--- config.mk ---
export PLATFORM = sky130hd
export DESIGN_NAME = display_control_register_block_top
export DESIGN_NICKNAME = d
export VERILOG_FILES = /design/src/rtl/dcrb_pkg.sv /design/src/rtl/display_control_register_block_top.sv
export SDC_FILE = /design/constraint.sdc
export NUM_CORES = 1
export LEC_CHECK = 0
export ABC_CLOCK_PERIOD_IN_PS = 11800
export BUFFER_PORTS_ARGS = -buffer_cell sky130_fd_sc_hd__buf_4
export CELL_PAD_IN_SITES_DETAIL_PLACEMENT = 0
export CELL_PAD_IN_SITES_GLOBAL_PLACEMENT = 1
export CORE_MARGIN = 3
export CORE_UTILIZATION = 49
export CTS_CLUSTER_DIAMETER = 100
export DETAILED_ROUTE_END_ITERATION = 6
export HOLD_SLACK_MARGIN = 0.05
export PLACE_DENSITY = 0.76
export SLEW_MARGIN = 0
export SYNTH_ARGS = -nofsm -noshare
export SYNTH_HDL_FRONTEND = slang
export SYNTH_SLANG_ARGS = --single-unit
--- constraint.sdc ---
create_clock -name clk -period 11.8 [get_ports clk]
set_clock_uncertainty 0.05 [all_clocks]
set_input_delay 2.36 -clock clk [delete_from_list [all_inputs] [get_ports clk]]
set_output_delay 2.36 -clock clk [all_outputs]
set_load 0.03 [all_outputs]
--- src/rtl/dcrb_pkg.sv ---
// Package for the display control register block: payload types, codes and tables.
package dcrb_pkg;

    // Control port commands (top byte of the written word)
    localparam logic [7:0] OP_RESET   = 8'h00;
    localparam logic [7:0] OP_BLANK   = 8'h03;
    localparam logic [7:0] OP_DMA     = 8'h04;
    localparam logic [7:0] OP_ORIGIN  = 8'h05;
    localparam logic [7:0] OP_HRANGE  = 8'h06;
    localparam logic [7:0] OP_VRANGE  = 8'h07;
    localparam logic [7:0] OP_MODE    = 8'h08;
    localparam logic [3:0] OP_INFO_HI = 4'h1;

    // Info query selectors
    localparam logic [3:0] INFO_ENV2    = 4'd2;
    localparam logic [3:0] INFO_ENV3    = 4'd3;
    localparam logic [3:0] INFO_ENV4    = 4'd4;
    localparam logic [3:0] INFO_ENV5    = 4'd5;
    localparam logic [3:0] INFO_VERSION = 4'd7;

    localparam logic [31:0] INFO_VERSION_VAL = 32'd2;
    localparam logic [31:0] INFO_MASK_20     = 32'h000F_FFFF;
    localparam logic [31:0] INFO_MASK_22     = 32'h003F_FFFF;

    // Environment words carry top byte E0..E7
    localparam logic [4:0] ENV_TAG = 5'b11100;

    localparam logic [31:0] STATUS_RESET = 32'h1480_2000;
    localparam logic [9:0]  WIDTH_RESET  = 10'd256;
    localparam logic [8:0]  HEIGHT_RESET = 9'd240;

    localparam logic [12:0] HSPAN_FULL     = 13'd2560;
    localparam int          RECIP_SHIFT    = 19;
    localparam int          RECIP_W        = 18;

    typedef struct packed {
        logic        cmd;
        logic [31:0] data_word;
    } item_t;

    typedef struct packed {
        logic [31:0] status_word;
        logic [31:0] info_word;
        logic [9:0]  display_width;
        logic [8:0]  display_height;
        logic [9:0]  origin_x;
        logic [8:0]  origin_y;
    } result_t;

    function automatic logic [31:0] env_reset_value(logic [2:0] idx);
        return {ENV_TAG, idx, 24'h00_0000};
    endfunction

    // Horizontal resolution by status bits 18..16
    function automatic logic [9:0] hres_of(logic [2:0] idx);
        logic [9:0] r;
        case (idx)
            3'd0:    r = 10'd256;
            3'd1:    r = 10'd368;
            3'd2:    r = 10'd320;
            3'd3:    r = 10'd384;
            3'd4:    r = 10'd512;
            3'd5:    r = 10'd512;
            3'd6:    r = 10'd640;
            default: r = 10'd640;
        endcase
        return r;
    endfunction

    // ceil(hres * 2^19 / 2560): exact floor(span * hres / 2560) for span < 2560
    function automatic logic [RECIP_W-1:0] hres_recip(logic [2:0] idx);
        logic [RECIP_W-1:0] r;
        case (idx)
            3'd0:    r = 18'd52429;
            3'd1:    r = 18'd75367;
            3'd2:    r = 18'd65536;
            3'd3:    r = 18'd78644;
            3'd4:    r = 18'd104858;
            3'd5:    r = 18'd104858;
            3'd6:    r = 18'd131072;
            default: r = 18'd131072;
        endcase
        return r;
    endfunction

    // Vertical resolution by status bits 20..19
    function automatic logic [8:0] vres_of(logic [1:0] idx);
        logic [8:0] r;
        case (idx)
            2'd0:    r = 9'd240;
            2'd1:    r = 9'd480;
            2'd2:    r = 9'd256;
            default: r = 9'd480;
        endcase
        return r;
    endfunction

endpackage

--- src/rtl/display_control_register_block_top.sv ---
// Top level of the display control register block: decode, state and result registers.
//
//  channel  | valid         | stall         | payload              | direction
//  ---------+---------------+---------------+----------------------+----------
//  item     | item_valid    | item_stall    | item   (item_t)      | in
//  result   | result_valid  | result_stall  | result (result_t)    | out
//
// One result per item. An item is held in the input register, then decoded and
// applied to the state on the way into the result register; throughput is one item
// per cycle while the result side does not stall, set by the single decode/update path
// and its one 12x18 multiply for the width scale.
// Reset clears the state to its power-on values asynchronously; no clearing pass.
// A stalled result holds in the result register while the input register still takes
// one more transaction; item_stall rises only while both registers are full.
module display_control_register_block_top
(
    input  logic              clk,
    input  logic              rst_n,
    input  logic              item_valid,
    output logic              item_stall,
    input  dcrb_pkg::item_t   item,
    output logic              result_valid,
    input  logic              result_stall,
    output dcrb_pkg::result_t result
);
    import dcrb_pkg::*;

    // Input and result stages
    logic    in_valid_reg;
    item_t   in_reg;
    logic    out_valid_reg;
    result_t out_reg;
    logic    fire;

    // Block state
    logic [31:0] status_reg, status_next;
    logic [31:0] env_reg [8];
    logic [31:0] env_next [8];
    logic [31:0] info_reg, info_next;
    logic [9:0]  org_x_reg, org_x_next;
    logic [8:0]  org_y_reg, org_y_next;
    logic [11:0] hstart_reg, hstart_next;
    logic [11:0] hend_reg, hend_next;
    logic [9:0]  vstart_reg, vstart_next;
    logic [9:0]  vend_reg, vend_next;
    logic [9:0]  width_reg, width_next;
    logic [8:0]  height_reg, height_next;

    // Decode and derived values
    logic [7:0]  op;
    logic [31:0] d;
    logic [9:0]  hres;
    logic [8:0]  vres;
    logic [12:0] h_span;
    logic [29:0] w_prod;
    logic [9:0]  width_calc;
    logic [10:0] v_span;
    logic [11:0] v_span2;
    logic [8:0]  height_calc;

    // Advance the input stage when the result register is free or being drained
    assign fire         = in_valid_reg && (!out_valid_reg || !result_stall);
    assign item_stall   = in_valid_reg && !fire;
    assign result_valid = out_valid_reg;
    assign result       = out_reg;

    assign op = in_reg.data_word[31:24];
    assign d  = in_reg.data_word;

    always_ff @(posedge clk or negedge rst_n)
    begin
        if (!rst_n)
        begin
            in_valid_reg  <= 1'b0;
            out_valid_reg <= 1'b0;
        end
        else
        begin
            if (!item_stall)
                in_valid_reg <= item_valid;
            if (fire)
                out_valid_reg <= 1'b1;
            else if (!result_stall)
                out_valid_reg <= 1'b0;
        end
    end

    always_ff @(posedge clk)
    begin
        if (item_valid && !item_stall)
            in_reg <= item;
        if (fire)
        begin
            out_reg.status_word    <= status_next;
            out_reg.info_word      <= info_next;
            out_reg.display_width  <= width_next;
            out_reg.display_height <= height_next;
            out_reg.origin_x       <= org_x_next;
            out_reg.origin_y       <= org_y_next;
        end
    end

    // Width and height from the next ranges and the next display mode
    always_comb
    begin
        hres   = hres_of(status_next[18:16]);
        vres   = vres_of(status_next[20:19]);
        h_span = {1'b0, hend_next} - {1'b0, hstart_next};
        w_prod = 30'(h_span[11:0]) * 30'(hres_recip(status_next[18:16]));
        if (h_span[12] || (h_span == 13'd0) || (h_span >= HSPAN_FULL))
            width_calc = hres;
        else
            width_calc = w_prod[RECIP_SHIFT+9:RECIP_SHIFT];

        v_span  = {1'b0, vend_next} - {1'b0, vstart_next};
        v_span2 = status_next[19] ? {v_span, 1'b0} : {v_span[10], v_span};
        if (v_span2[11] || (v_span2 == 12'd0) || (v_span2 > {3'b000, vres}))
            height_calc = vres;
        else
            height_calc = v_span2[8:0];
    end

    always_comb
    begin
        status_next = status_reg;
        env_next    = env_reg;
        info_next   = info_reg;
        org_x_next  = org_x_reg;
        org_y_next  = org_y_reg;
        hstart_next = hstart_reg;
        hend_next   = hend_reg;
        vstart_next = vstart_reg;
        vend_next   = vend_reg;
        width_next  = width_reg;
        height_next = height_reg;

        if (in_reg.cmd)
        begin
            // Store drawing-environment word, refresh low status bits
            if (op[7:3] == ENV_TAG)
            begin
                env_next[op[2:0]] = d;
                status_next[12:0] = {env_next[6][1:0], env_next[1][10:0]};
            end
        end
        else
        begin
            case (op)
                OP_RESET:
                begin
                    for (int i = 0; i < 8; i++)
                        env_next[i] = env_reset_value(3'(i));
                    status_next = STATUS_RESET;
                    info_next   = 32'd0;
                    width_next  = WIDTH_RESET;
                    height_next = HEIGHT_RESET;
                end
                OP_BLANK:
                    status_next[23] = d[0];
                OP_DMA:
                    status_next[30:29] = d[1:0];
                OP_ORIGIN:
                begin
                    org_x_next = d[9:0];
                    org_y_next = d[18:10];
                end
                OP_HRANGE:
                begin
                    hstart_next = d[11:0];
                    hend_next   = d[23:12];
                    width_next  = width_calc;
                end
                OP_VRANGE:
                begin
                    vstart_next = d[9:0];
                    vend_next   = d[19:10];
                    height_next = height_calc;
                end
                OP_MODE:
                begin
                    status_next[22:17] = d[5:0];
                    status_next[16]    = d[6];
                    width_next         = width_calc;
                    height_next        = height_calc;
                end
                default:
                begin
                    if (op[7:4] == OP_INFO_HI)
                    begin
                        case (d[3:0])
                            INFO_ENV2:    info_next = env_reg[2] & INFO_MASK_20;
                            INFO_ENV3:    info_next = env_reg[3] & INFO_MASK_20;
                            INFO_ENV4:    info_next = env_reg[4] & INFO_MASK_20;
                            INFO_ENV5:    info_next = env_reg[5] & INFO_MASK_22;
                            INFO_VERSION: info_next = INFO_VERSION_VAL;
                            default:      info_next = info_reg;
                        endcase
                    end
                end
            endcase
        end
    end

    always_ff @(posedge clk or negedge rst_n)
    begin
        if (!rst_n)
        begin
            status_reg <= STATUS_RESET;
            for (int i = 0; i < 8; i++)
                env_reg[i] <= env_reset_value(3'(i));
            info_reg   <= 32'd0;
            org_x_reg  <= 10'd0;
            org_y_reg  <= 9'd0;
            hstart_reg <= 12'd0;
            hend_reg   <= 12'd0;
            vstart_reg <= 10'd0;
            vend_reg   <= 10'd0;
            width_reg  <= WIDTH_RESET;
            height_reg <= HEIGHT_RESET;
        end
        else if (fire)
        begin
            status_reg <= status_next;
            env_reg    <= env_next;
            info_reg   <= info_next;
            org_x_reg  <= org_x_next;
            org_y_reg  <= org_y_next;
            hstart_reg <= hstart_next;
            hend_reg   <= hend_next;
            vstart_reg <= vstart_next;
            vend_reg   <= vend_next;
            width_reg  <= width_next;
            height_reg <= height_next;
        end
    end

    // A decoded transaction lands in the result register with the new status
    a_fire_result: assert property (@(posedge clk) disable iff (!rst_n)
        fire |=> out_valid_reg && (out_reg.status_word == status_reg))
        else $error("result register missed a decoded transaction");

    // Low status bits always mirror environment words 1 and 6
    a_env_status: assert property (@(posedge clk) disable iff (!rst_n)
        (status_reg[10:0] == env_reg[1][10:0]) && (status_reg[12:11] == env_reg[6][1:0]))
        else $error("status low bits out of step with environment words");

    // Effective size never exceeds the current resolution
    a_size_bound: assert property (@(posedge clk) disable iff (!rst_n)
        (width_reg <= hres_of(status_reg[18:16])) &&
        (height_reg <= vres_of(status_reg[20:19])))
        else $error("display size exceeds resolution");

    // Hold the input side only while a finished result is stalled
    a_stall_cause: assert property (@(posedge clk) disable iff (!rst_n)
        item_stall |-> (in_valid_reg && out_valid_reg && result_stall))
        else $error("input stalled without a stalled result");

endmodule

==> results.md, run 1 <==
Clocking:
- Buffers added to address setup during post-CTS repair amount to 0.
- The clock slew at the register clock pins of the worst setup and hold paths is ~0.060 ns.
- The cell sitting at the root of the clock tree is a clkbuf_16.
- The TritonCTS clock tree is built.
- For this design, the CTS-stage hold fixing added 0 buffers.
- The number of gates resized after CTS was 0.
- The clock passes through at most 3 buffers.
- The tree built by TritonCTS fans out to roughly 380 sinks.
- For the worst-skew pair, the clock arrives at the later sink with an insertion delay of a little under 0.6 ns.
- Counting the buffers created by CTS gives 42.
- The CTS H-tree depth is 2.

Critical path:
- In this design, the critical path's most frequently occurring cell is ha_1.
- The launch point of the worst reg-to-reg path is in_reg[32].
- The delay of the slowest critical-path stage is between 0.5 and 0.6 ns.
- On the critical path, the stage with the largest delay is an instance of a2111oi_0.
- The start-to-end type of the worst setup path is reg2reg.
- The required time of the critical path is between 10 and 15 ns.
- The worst setup path is launched from a flop.
- The launch point of the critical path is in_reg[32].
- STA classifies the critical path endpoint as a flop.
- The data arrival time of the worst path is approximately 11 ns.
- Of all nets on the critical path, the largest fanout is 20.

Placement:
- The routability-driven placement congestion ratio is approximately 0.9.
- The half-perimeter wire length after detailed placement is approximately 42,000 µm.
- During placement, the flow inserted port buffers numbering 140.

STA:
- The sum of negative setup slack is 0 ns.
- Setup violations remaining at the end of the flow were counted as 0.
- The final count of pins violating max slew was 0.
- The normalized max-slew margin is between 20% and 30%.
- Setup repair after global routing left no endpoint under its margin.
- Of the available clock period, the critical path in the final layout requires 90.1%.
- For the pin with the worst max-slew slack, the measured transition is 1.15 ns.
- The number of hold violations in the final report is 0.
- Based on the critical path, the design can be clocked at up to 94.0 MHz.
- The worst path needs about 11 ns of the cycle, external delays included.

Cells and area:
- In the final design database the tool counted roughly 2,500 nets.
- The flip-flop count of the largest register, all copies and words added is 102.
- Fill cells in the final layout number between 3,000 and 4,000.
- The post-route netlist has between 10% and 20% of its cells at a drive strength greater than 1.
- The area growth from synthesis to layout is 13.4%.
- The repair_antennas step left the layout with diodes totalling 0.

Global routing:
- The first global-routing pass estimated a little over 90,000 µm of wire.
- The initial antenna violation count was 1.
- The global-route congestion overflow total is 0.
- The global routing usage summed across all routing layers is between 20% and 30%.
- The largest net degree at the start of global routing is ~120.
- The number of global-route vias before repair is 15,782.

Yosys:
- After synthesis, flip-flops and latches occupy 45.5% of the total area.
- The count of flip-flops with a built-in enable after synthesis is 135.
- The area fraction in and, or, nand and nor cells after synthesis is 12.8%.
- The share of flip-flops with an asynchronous set or reset is ~64%.
- The share of synthesized cell area in full adder, half adder and majority cells is 17.3%.
- The synthesized netlist net count is 2,352.
- The number of instances in the synthesized netlist is ~2,100.
- The post-synthesis compound-gate area fraction is a little over an eighth.
- The most instantiated flip-flop cell in the synthesis netlist is dfrtp_1.
- Counting distinct cell types in the post-synthesis netlist gives between 80 and 90.
- The average instance in the mapped netlist occupies around 11 µm².
- The netlist area before placement is ~0.022 mm².
- Synthesis inferred 378 register bits.
- The synthesized netlist devotes 1.61% of its cell area to XOR and XNOR gates.
- The portion of synthesized area spent on multiplexers is under 10%.
- After synthesis, the largest family of logic cells by area is adder cells.
- The Yosys step of the flow raised 0 warnings.

Hold path:
- The worst hold path class is reg2reg.
- The worst hold path begins at org_y_reg[5].

Drt:
- The via count is roughly 16,000.
- In the routed layout, each cell is associated on average with a via count of approximately 5.6.
- After the first detailed-routing iteration, the DRC count stood at between 1,000 and 1,500.
- After detailed routing, the wire length on met1 is between 20,000 and 30,000 µm.
- The post-detailed-route count of antenna-violating nets is 0.
- The uppermost layer routed is met4.
- The routed length on met2 is roughly 27,000 µm.
- The wire length per cell is around 21 µm.
- The detailed-routing iteration count for the pre-antenna-repair pass is 5.
- The total routed wirelength is about 60,000 µm.
- The total DRC errors in the routed layout is 0.
- After detailed routing, the met3 layer carries ~3300 µm of wire.

Floorplan:
- The floorplan step defined a core boundary enclosing ~0.045 mm².
- Once the floorplan was initialized, standard cells occupied 50.0% of the core.
- The number of primary I/O pins is ~140.
- The y dimension of the die is 219 µm.
- The floorplan has 77 rows.
- The overall die width is ~220 µm.
- The die covers slightly below 0.05 mm².

Flow run:
- The max-capacitance violation count is 0.

Run status:
- The run finished with clean final reports.
[layout make-up]
| type | instances | area (µm²) | share of cell area, % |
|---|---|---|---|
| clock buffer | 50 | 1120 | 4.44 |
| timing repair buffer | 166 | 1250 | 4.96 |
| inverter | 215 | 812 | 3.21 |
| clock inverter | 28 | 265 | 1.05 |
| tap | 592 | 741 | 2.93 |
| multi-input combinational | 1390 | 10900 | 43.3 |
| sequential | 378 | 10100 | 40.1 |
[cell usage after synthesis (3+ instances only)]
cell type	n	share of area, %
nand2_1	333	5.6
dfrtp_1	234	26
inv_1	212	3.6
nor2_1	138	2.3
edfxtp_1	135	18
fa_1	134	12
a22o_1	116	4.6
clkbuf_1	97	1.6
ha_1	89	5.0
o21ai_0	64	1.4
a21oi_1	50	1.1
mux2i_1	46	2.1
and2_1	45	1.3
a22oi_1	38	1.3
mux2_2	31	1.6
a21o_1	28	0.94
nand2b_1	25	0.70
xnor2_1	24	0.94
o31ai_1	16	0.54
nor3_1	15	0.34
o21ai_1	12	0.27
xor2_1	12	0.47
nand3_1	11	0.25
or3_1	11	0.31
o21a_1	10	0.34
or2_2	10	0.28
a31oi_1	9	0.25
dfstp_2	9	1.1
a211oi_1	7	0.24
nor2b_1	7	0.20
o21bai_1	7	0.24
nand3b_1	6	0.20
nand4_1	6	0.17
o211ai_1	6	0.20
and3_1	5	0.14
buf_1	5	0.084
maj3_1	5	0.22
buf_2	4	0.090
o32a_1	4	0.18
buf_6	3	0.15
nor3b_1	3	0.10
nor4_1	3	0.084
o22a_1	3	0.12
or3b_2	3	0.12
or4_1	3	0.10
[cell families after synthesis]
group,Yosys count
flops,378
xor+xnor,38
mux,80
buf+inv,324
compound gates,408
fa+ha+maj,228
simple gates,636
[layout by cell type, fill, tap and decap left out, types with 6 or more instances in the layout]
master and n:
o21ai_1 13, mux2i_1 46, a21oi_1 50, or2_2 10
fa_1 134, o21a_1 10, and2_1 44, ha_1 89
a22oi_1 38, o31ai_1 16, nand3b_1 6, a21o_1 28
nor3_1 13, nand2_1 332, xnor2_1 24, edfxtp_1 135
or3_1 11, o21bai_1 7, nand4_1 6, clkinv_1 8
xor2_1 12, nor2b_1 7, nor2_2 6, clkinv_2 11
mux2_2 31, nand3_1 11, nor2_1 132, inv_1 211
o211ai_1 6, nand2b_1 25, a211oi_1 7, a31oi_1 9
dfstp_2 9, a22o_1 116, buf_4 165, o21ai_0 63
dfrtp_1 234, clkbuf_16 43
[worst max-delay path: cells and delay by family (launching register included)]
| family | cells | cell delay [ns] |
|---|---|---|
| simple gates | 9 | 2.29 |
| compound gates | 12 | 3.53 |
| buf+inv | 4 | 0.71 |
| mux | 2 | 0.33 |
| xor+xnor | 3 | 0.49 |
| fa+ha+maj | 7 | 2.63 |
| flops | 1 | 0.36 |
[per-stage QoR]
stage | instances | hold slack (ns) | cell area [µm²] | utilization, % | setup WS, ns
CTS | 2819 | 0.422 | 25300 | 56.7 | 1.29
floorplan | 2092 | 0.390 | 22300 | - | 2.16
detailed placement | 2741 | 0.407 | 23900 | 53.6 | 1.37
global placement | 2741 | 0.402 | 23900 | 53.6 | 1.57
global route | 2819 | 0.440 | 25300 | 56.7 | 0.373
finish | 2819 | 0.422 | 25300 | 56.7 | 1.16
[final timing paths]
| kind | end | slack (ns) | cells past startpoint |
|---|---|---|---|
| worst max-delay path | result[37] | 1.16 | 37 |
| worst min-delay path | org_y_reg[5] | 0.42 | 2 |
| worst max register to register | result[37] | 1.16 | 37 |
| worst min register to register | org_y_reg[5] | 0.42 | 2 |
| max in group asynchronous | status_reg[16] | 8.38 | 2 |
| min in group asynchronous | status_reg[0] | 1.76 | 1 |
[per-layer routing]
metal | global-route usage, % | up-vias
li1 | - | 7318
met1 | 37.2 | 7938
met2 | 39.3 | 435
met3 | 4.10 | 67
met4 | 4.69 | 0
met5 | 0 | -
Power of run 1 is left out: the tool's default activity adds up to more than one toggle a clock period on the data nets, which glitch-free logic cannot reach.
==> run 2: changes to the inputs <==
- CORE_UTILIZATION: 49 -> 40
- PLACE_DENSITY: 0.76 -> 0.64
==> run 2 against run 1 <==
  * Critical path depth down 3
  * Final area grew 0.79%
  * Sequential share of layout area shrank 0.32 points
  * Critical path type unchanged
  * Setup slack improved by 0.27 ns
  * Sequential cell count unchanged
  * Maximum frequency up 2.6%
  * Worst hold slack hardly changed
  * Die area increased by 22%
  * Routed wire length rose by 6.9%
  * Final cell count grew 5.2%
==> results.md, run 2 (same netlist as run 1, synthesis figures left out) <==
STA:
- The number of hold violations in the final report is 0 (unchanged).
- The number of setup violations in the final report is 0 (unchanged).
- The minimum period implied by the final worst setup slack is 10.37 ns (was 10.64 ns).
- The maximum clock frequency came to 96.4 MHz (was 94.0 MHz).
- The smallest setup slack after layout is 1.43 ns (was 1.16 ns).
- The worst-margin pin slew is 1.19 ns (was 1.15 ns).
- The sum of negative setup slack came to 0 ns (unchanged).
- The normalized max-slew margin was 20.3% (was 22.8%).
- The fraction of the cycle the final worst path needs was 87.9% (was 90.1%).
- Setup repair after global routing missed its margin: false (unchanged).
- The final count of pins violating max slew came to 0 (unchanged).

Floorplan:
- The number of primary I/O pins is 141 (unchanged).
- The area of the die is 0.0586 mm² (was 0.0481 mm²).
- The overall die width is 242 µm (was 219 µm).
- The number of core rows is 85 (was 77).
- The area of the placeable core came to 0.0545 mm² (was 0.0446 mm²).
- The effective utilization at floorplan is 40.9% (was 50.0%).
- The y dimension of the die is 242 µm (was 219 µm).

Global routing:
- The number of global-route vias before repair was 16,399 (was 15,782).
- The global routing usage summed across all routing layers is 21.6% (was 25.0%).
- The largest net degree at the start of global routing was 103 (was 122).
- The first-pass GRT wire length was 98,900 µm (was 92,400 µm).
- The initial antenna violation count came to 1 (unchanged).
- The global-route congestion overflow total is 0 (unchanged).

Clocking:
- The number of hold buffers added after CTS came to 0 (unchanged).
- The number of buffers created by CTS came to 44 (was 42).
- The number of buffers on the longest clock path is 3 (unchanged).
- The post-CTS setup-driven buffer insertion count was 0 (unchanged).
- The number of gates given a new drive strength after cts is 0 (unchanged).
- The buffer type at the clock tree root is clkbuf_16 (unchanged).
- The total clock sinks is 378 (unchanged).
- The clock slew at the register clock pins of the worst setup and hold paths was 0.06 ns (about the same).
- The CTS H-tree depth is 2 (unchanged).
- The TritonCTS clock tree is built (unchanged).
- The clock latency reported for the late side of the worst-skew pair is 0.59 ns (about the same).

Drt:
- The wire length per cell is 21.2 µm (was 20.9 µm).
- The detailed-routing iteration count for the pre-antenna-repair pass was 6 (was 5).
- The post-detailed-route count of antenna-violating nets came to 0 (unchanged).
- The via count normalized by instance count is 5.28 (was 5.59).
- The total routed wirelength is 62,800 µm (was 58,800 µm).
- The number of DRC markers in iteration 0 was 1,260 (was 1,198).
- The via count was 15,662 (was 15,758).
- The total DRC errors in the routed layout came to 0 (unchanged).

Critical path:
- The required time of the critical path was 12.15 ns (was 12.12 ns).
- The most frequent cell on the critical path is fa_1 (was ha_1).
- The critical register-to-register path endpoint is result[37] (unchanged).
- The data arrival time of the worst path is 10.72 ns (was 10.96 ns).
- The start-to-end type of the worst setup path is reg2reg (unchanged).
- The delay of the slowest critical-path stage is 0.65 ns (was 0.54 ns).
- The category of the worst setup path capture point is a flop (unchanged).
- The worst setup path endpoint is result[37] (unchanged).
- The launch point of the worst reg-to-reg path was in_reg[32] (unchanged).
- The worst reg-to-reg path cell count came to 34 (was 37).
- The worst reg-to-reg setup slack is 1.43 ns (was 1.16 ns).
- The launch point of the critical path is in_reg[32] (unchanged).
- The maximum fanout along the worst path is 29 (was 20).
- The sum of buffers and inverters on the critical path is 5 (was 4).
- The launching element type of the critical path is a flop (unchanged).
- The logic depth of the worst setup path including buffers came to 34 (was 37).
- The cell family with the largest share of critical-path delay is adder cells (was compound AO/OA/AOI/OAI gates).
- The slowest library cell on the worst path is edfxtp_1 (was a2111oi_0).

Placement:
- The pre-CTS worst setup slack came to 1.50 ns (was 1.37 ns).
- The number of buffers inserted by port buffering was 140 (unchanged).
- The routability-driven placement congestion ratio is 0.899 (was 0.901).
- The placed cell count is 2,884 (was 2,741).
- The half-perimeter wire length after detailed placement is 44,700 µm (was 42,500 µm).

Run status:
- Status: finished clean (unchanged).

Cells and area:
- The number of cells in the finished layout apart from fillers is 2,966 (was 2,819).
- The utilization after layout came to 46.8% (was 56.7%).
- The area overhead of the layout relative to synthesis is 14.3% (was 13.4%).
- The layout cell share with drive strength beyond 1 is 14.3% (about the same).
- The flip-flop count of the largest register, all copies and words added is 102 (unchanged).
- The final-layout fill cell count is 5,124 (was 3,819).
- Commonest non-fill, non-tap cells in the layout: 332 x nand2_1, 234 x dfrtp_1, 211 x inv_1 (unchanged).
- The net count reported at finish is 2,451 (was 2,453).
- The number of antenna diodes is 0 (unchanged).
- The most common cell after layout, fill and taps aside is nand2_1 (unchanged).

Flow run:
- The max-capacitance violation count is 0 (unchanged).

Hold path:
- The worst hold path class is reg2reg (unchanged).
==> run 2: cell types whose count changed in the layout (fill, tap and decap cells not counted), moves of 2 or more <==
cell and delta:
buf_4 -4, clkinv_4 +2, clkinv_8 -2, clkinvlp_4 -2
inv_4 +2, nor3_2 -2, nor3_4 +2
==> run 2: worst register-to-register path, delay by kind of cell (launching register included) <==
kind | cells | cell delay, ns
and+or+nand+nor | 7 | 1.34
adders and majority gates | 9 | 4.04
buffers and inverters | 5 | 0.58
AOI/OAI and AO/OA | 9 | 2.44
DFF | 1 | 0.65
xor gates and xnor gates | 2 | 0.63
muxes | 2 | 0.46
==> run 2: metrics by stage <==
step / hold WS, ns / area (µm²)
floorplan: 0.390 / 22300
global placement: 0.402 / 24100
detailed placement: 0.407 / 24100
CTS: 0.422 / 25500
global route: 0.436 / 25500
finish: 0.421 / 25500
==> run 2: layout make-up <==
cell class              count  area [µm²]  area share, %
repair buffers            162        1220           4.80
clock inverters            30         260           1.02
multi-input cells        1390       10900           43.0
clock buffers              52        1160           4.56
flip-flops and latches    378       10100           39.8
inverters                 215         812           3.19
well taps                 739         925           3.63
==> run 2: how the worst min path moves through the flow <==
stage,from,slack (ns),endpoint,cells past startpoint
after detailed placement,org_x_reg[9],0.41,org_x_reg[9],2
final,org_x_reg[9],0.42,org_x_reg[9],2
after floorplan,org_x_reg[9],0.39,org_x_reg[9],2
after CTS,org_y_reg[6],0.42,org_y_reg[6],2
after global placement,org_y_reg[3],0.40,org_y_reg[3],2
after global routing,org_x_reg[1],0.44,org_x_reg[1],2
==> run 2: routing by layer <==
layer	track usage (%)	vias to the layer above	share of wire, %
met2	33.5	419	44
met4	5.46	0	2.4
li1	-	7325	-
met3	3.83	77	5.4
met1	31.6	7841	48
met5	0	-	0
Power of run 2 is left out for the same reason.
==> run 3: changes to the inputs <==
- ABC_CLOCK_PERIOD_IN_PS: 11800 -> 12600
- GPL_TIMING_DRIVEN: default -> 0
- clock period: 11.8 -> 12.6 ns (I/O delays scaled with it)
==> run 3 against run 2 <==
  * Routed wire length is 2.8% higher
  * Maximum frequency is 12% lower
  * Final cell count is 3.1% higher
==> results.md, run 3 (same netlist as run 1, synthesis figures left out) <==
Run status:
- Status: finished clean (unchanged).

Critical path:
- The launching element type of the critical path is a flop (unchanged).
- The start-to-end type of the worst setup path is reg2reg (unchanged).
- The required time of the critical path is 12.90 ns (was 12.15 ns).
- The worst reg-to-reg setup slack is 0.82 ns (was 1.43 ns).
- The slowest library cell on the worst path is fa_1 (was edfxtp_1).
- The launch point of the worst reg-to-reg path is d[25] (was in_reg[32]).
- The delay of the slowest critical-path stage is 0.69 ns (was 0.65 ns).
- The category of the worst setup path capture point is a flop (unchanged).
- The critical register-to-register path endpoint is result[37] (unchanged).
- The launch point of the critical path is d[25] (was in_reg[32]).
- The data arrival time of the worst path is 12.09 ns (was 10.72 ns).
- The maximum fanout along the worst path is 10 (was 29).
- The worst reg-to-reg path cell count is 39 (was 34).

STA:
- The number of setup violations in the final report is 0 (unchanged).
- The maximum clock frequency is 84.9 MHz (was 96.4 MHz).
- The minimum period implied by the final worst setup slack is 11.78 ns (was 10.37 ns).
- The number of hold violations in the final report is 0 (unchanged).
- The fraction of the cycle the final worst path needs is 93.5% (was 87.9%).
- The final count of pins violating max slew is 0 (unchanged).
- The normalized max-slew margin was 16.8% (was 20.3%).
- The worst-margin pin slew is 1.24 ns (was 1.19 ns).
- The smallest setup slack after layout is 0.818 ns (was 1.43 ns).
- The sum of negative setup slack is 0 ns (unchanged).
- Setup repair after global routing missed its margin: false (unchanged).

Clocking:
- The clock latency reported for the late side of the worst-skew pair is 0.59 ns (about the same).
- The number of buffers on the longest clock path is 3 (unchanged).
- The buffer type at the clock tree root is clkbuf_16 (unchanged).
- The post-CTS setup-driven buffer insertion count came to 0 (unchanged).
- The clock slew at the register clock pins of the worst setup and hold paths is 0.06 ns (about the same).
- The number of buffers created by CTS is 44 (unchanged).
- The total clock sinks was 378 (unchanged).
- The number of hold buffers added after CTS is 0 (unchanged).
- The CTS H-tree depth is 2 (unchanged).
- The TritonCTS clock tree is built (unchanged).
- The number of gates given a new drive strength after cts is 0 (unchanged).

Flow run:
- The max-capacitance violation count is 0 (unchanged).

Cells and area:
- The layout cell share with drive strength beyond 1 is 12.7% (was 14.3%).
- The net count reported at finish is 2,543 (was 2,451).
- The most common cell after layout, fill and taps aside is nand2_1 (unchanged).
- The number of antenna diodes is 0 (unchanged).
- Commonest non-fill, non-tap cells in the layout: 333 x nand2_1, 234 x dfrtp_1, 212 x inv_1 (was 332 x nand2_1, 234 x dfrtp_1, 211 x inv_1).
- The final-layout fill cell count came to 5,269 (was 5,124).
- The flip-flop count of the largest register, all copies and words added was 102 (unchanged).
- The area overhead of the layout relative to synthesis came to 15.9% (was 14.3%).

Drt:
- The total routed wirelength is 64,600 µm (was 62,800 µm).
- The detailed-routing iteration count for the pre-antenna-repair pass is 7 (was 6).
- The post-detailed-route count of antenna-violating nets came to 0 (unchanged).
- The wire length per cell is 21.1 µm (was 21.2 µm).
- The total DRC errors in the routed layout came to 0 (unchanged).
- The number of DRC markers in iteration 0 was 1,266 (was 1,260).
- The via count normalized by instance count came to 5.30 (was 5.28).
- The via count came to 16,203 (was 15,662).

Hold path:
- The worst hold path endpoint was org_y_reg[7] (was org_x_reg[9]).
- The number of cells on the worst hold path came to 2 (unchanged).
- The hold path startpoint is org_y_reg[7] (was org_x_reg[9]).
- The worst hold path class was reg2reg (unchanged).

Placement:
- The number of buffers inserted by port buffering is 140 (unchanged).
- The routability-driven placement congestion ratio is 0.899 (about the same).
- The pre-CTS worst setup slack was 0.111 ns (was 1.50 ns).
- The half-perimeter wire length after detailed placement is 49,000 µm (was 44,700 µm).

Global routing:
- The global routing usage summed across all routing layers is 22.0% (was 21.6%).
- The largest net degree at the start of global routing came to 101 (was 103).
- The number of global-route vias before repair is 16,625 (was 16,399).
- The first-pass GRT wire length came to 100,000 µm (was 98,900 µm).
- The initial antenna violation count is 0 (was 1).
- The global-route congestion overflow total is 0 (unchanged).

Floorplan:
- The effective utilization at floorplan is 40.9% (unchanged).
- The y dimension of the die came to 242 µm (unchanged).
- The number of core rows is 85 (unchanged).
- The area of the die is 0.0586 mm² (unchanged).
- The overall die width was 242 µm (unchanged).
- The number of primary I/O pins was 141 (unchanged).
- The area of the placeable core is 0.0545 mm² (unchanged).
-- run 3: changes by cell type in the layout (fill, tap and decap cells not counted), sizes merged --
cell | previous run | this run
bufinv | 2 | 1
buf | 162 | 156
clkbuf | 52 | 166
clkinvlp | 1 | 0
clkinv | 24 | 10
-- run 3: through the flow --
step           std cells  utilization [%]  area, µm²  hold WS, ns
6_report            3058             47.5      25800        0.419
5_1_grt             3058             47.5      25800        0.441
3_3_place_gp        2971             44.6      24300        0.402
2_1_floorplan       2092                -      22300        0.390
4_1_cts             3058             47.4      25800        0.421
3_5_place_dp        2976             44.8      24400        0.407
-- run 3: worst max-delay path by stage --
stage / end / slack (ns) / cells past startpoint
floorplan: result[37] / 2.96 / 39
global placement: result[37] / 0.18 / 40
detailed placement: result[37] / 0.11 / 40
CTS: result[37] / 0.02 / 40
global route: result[37] / 0.18 / 39
finish: result[37] / 0.82 / 39
-- run 3: worst max-delay path, delay by kind of cell (launching register included) --
family / cells / cell delay (ns)
AO/OA/AOI/OAI: 11 / 3.30
XOR/XNOR: 3 / 0.80
adder cells (fa/ha/maj): 9 / 3.61
buffers and inverters: 7 / 1.44
flip-flops: 1 / 0.52
multiplexers: 2 / 0.45
AND/OR/NAND/NOR: 7 / 1.33
-- run 3: per-layer routing --
layer | GRT usage (%) | vias to the layer above | routed length, µm
met5 | 0 | - | 0
met4 | 5.13 | 0 | 1360
met3 | 3.28 | 77 | 3170
met2 | 34.7 | 413 | 29600
met1 | 32.2 | 8208 | 30500
li1 | - | 7505 | -
-- run 3: layout make-up --
type                            count  area, µm²  share of cell area [%]
Tap cell                          739        925                    3.58
Multi-Input combinational cell   1390      10900                    42.2
Buffer                            109        442                    1.71
Clock inverter                     14        159                   0.615
Inverter                          215        807                    3.12
Sequential cell                   378      10100                    39.3
Clock buffer                       68       1270                    4.92
Timing Repair Buffer              145       1180                    4.57
Power of run 3 is left out for the same reason.
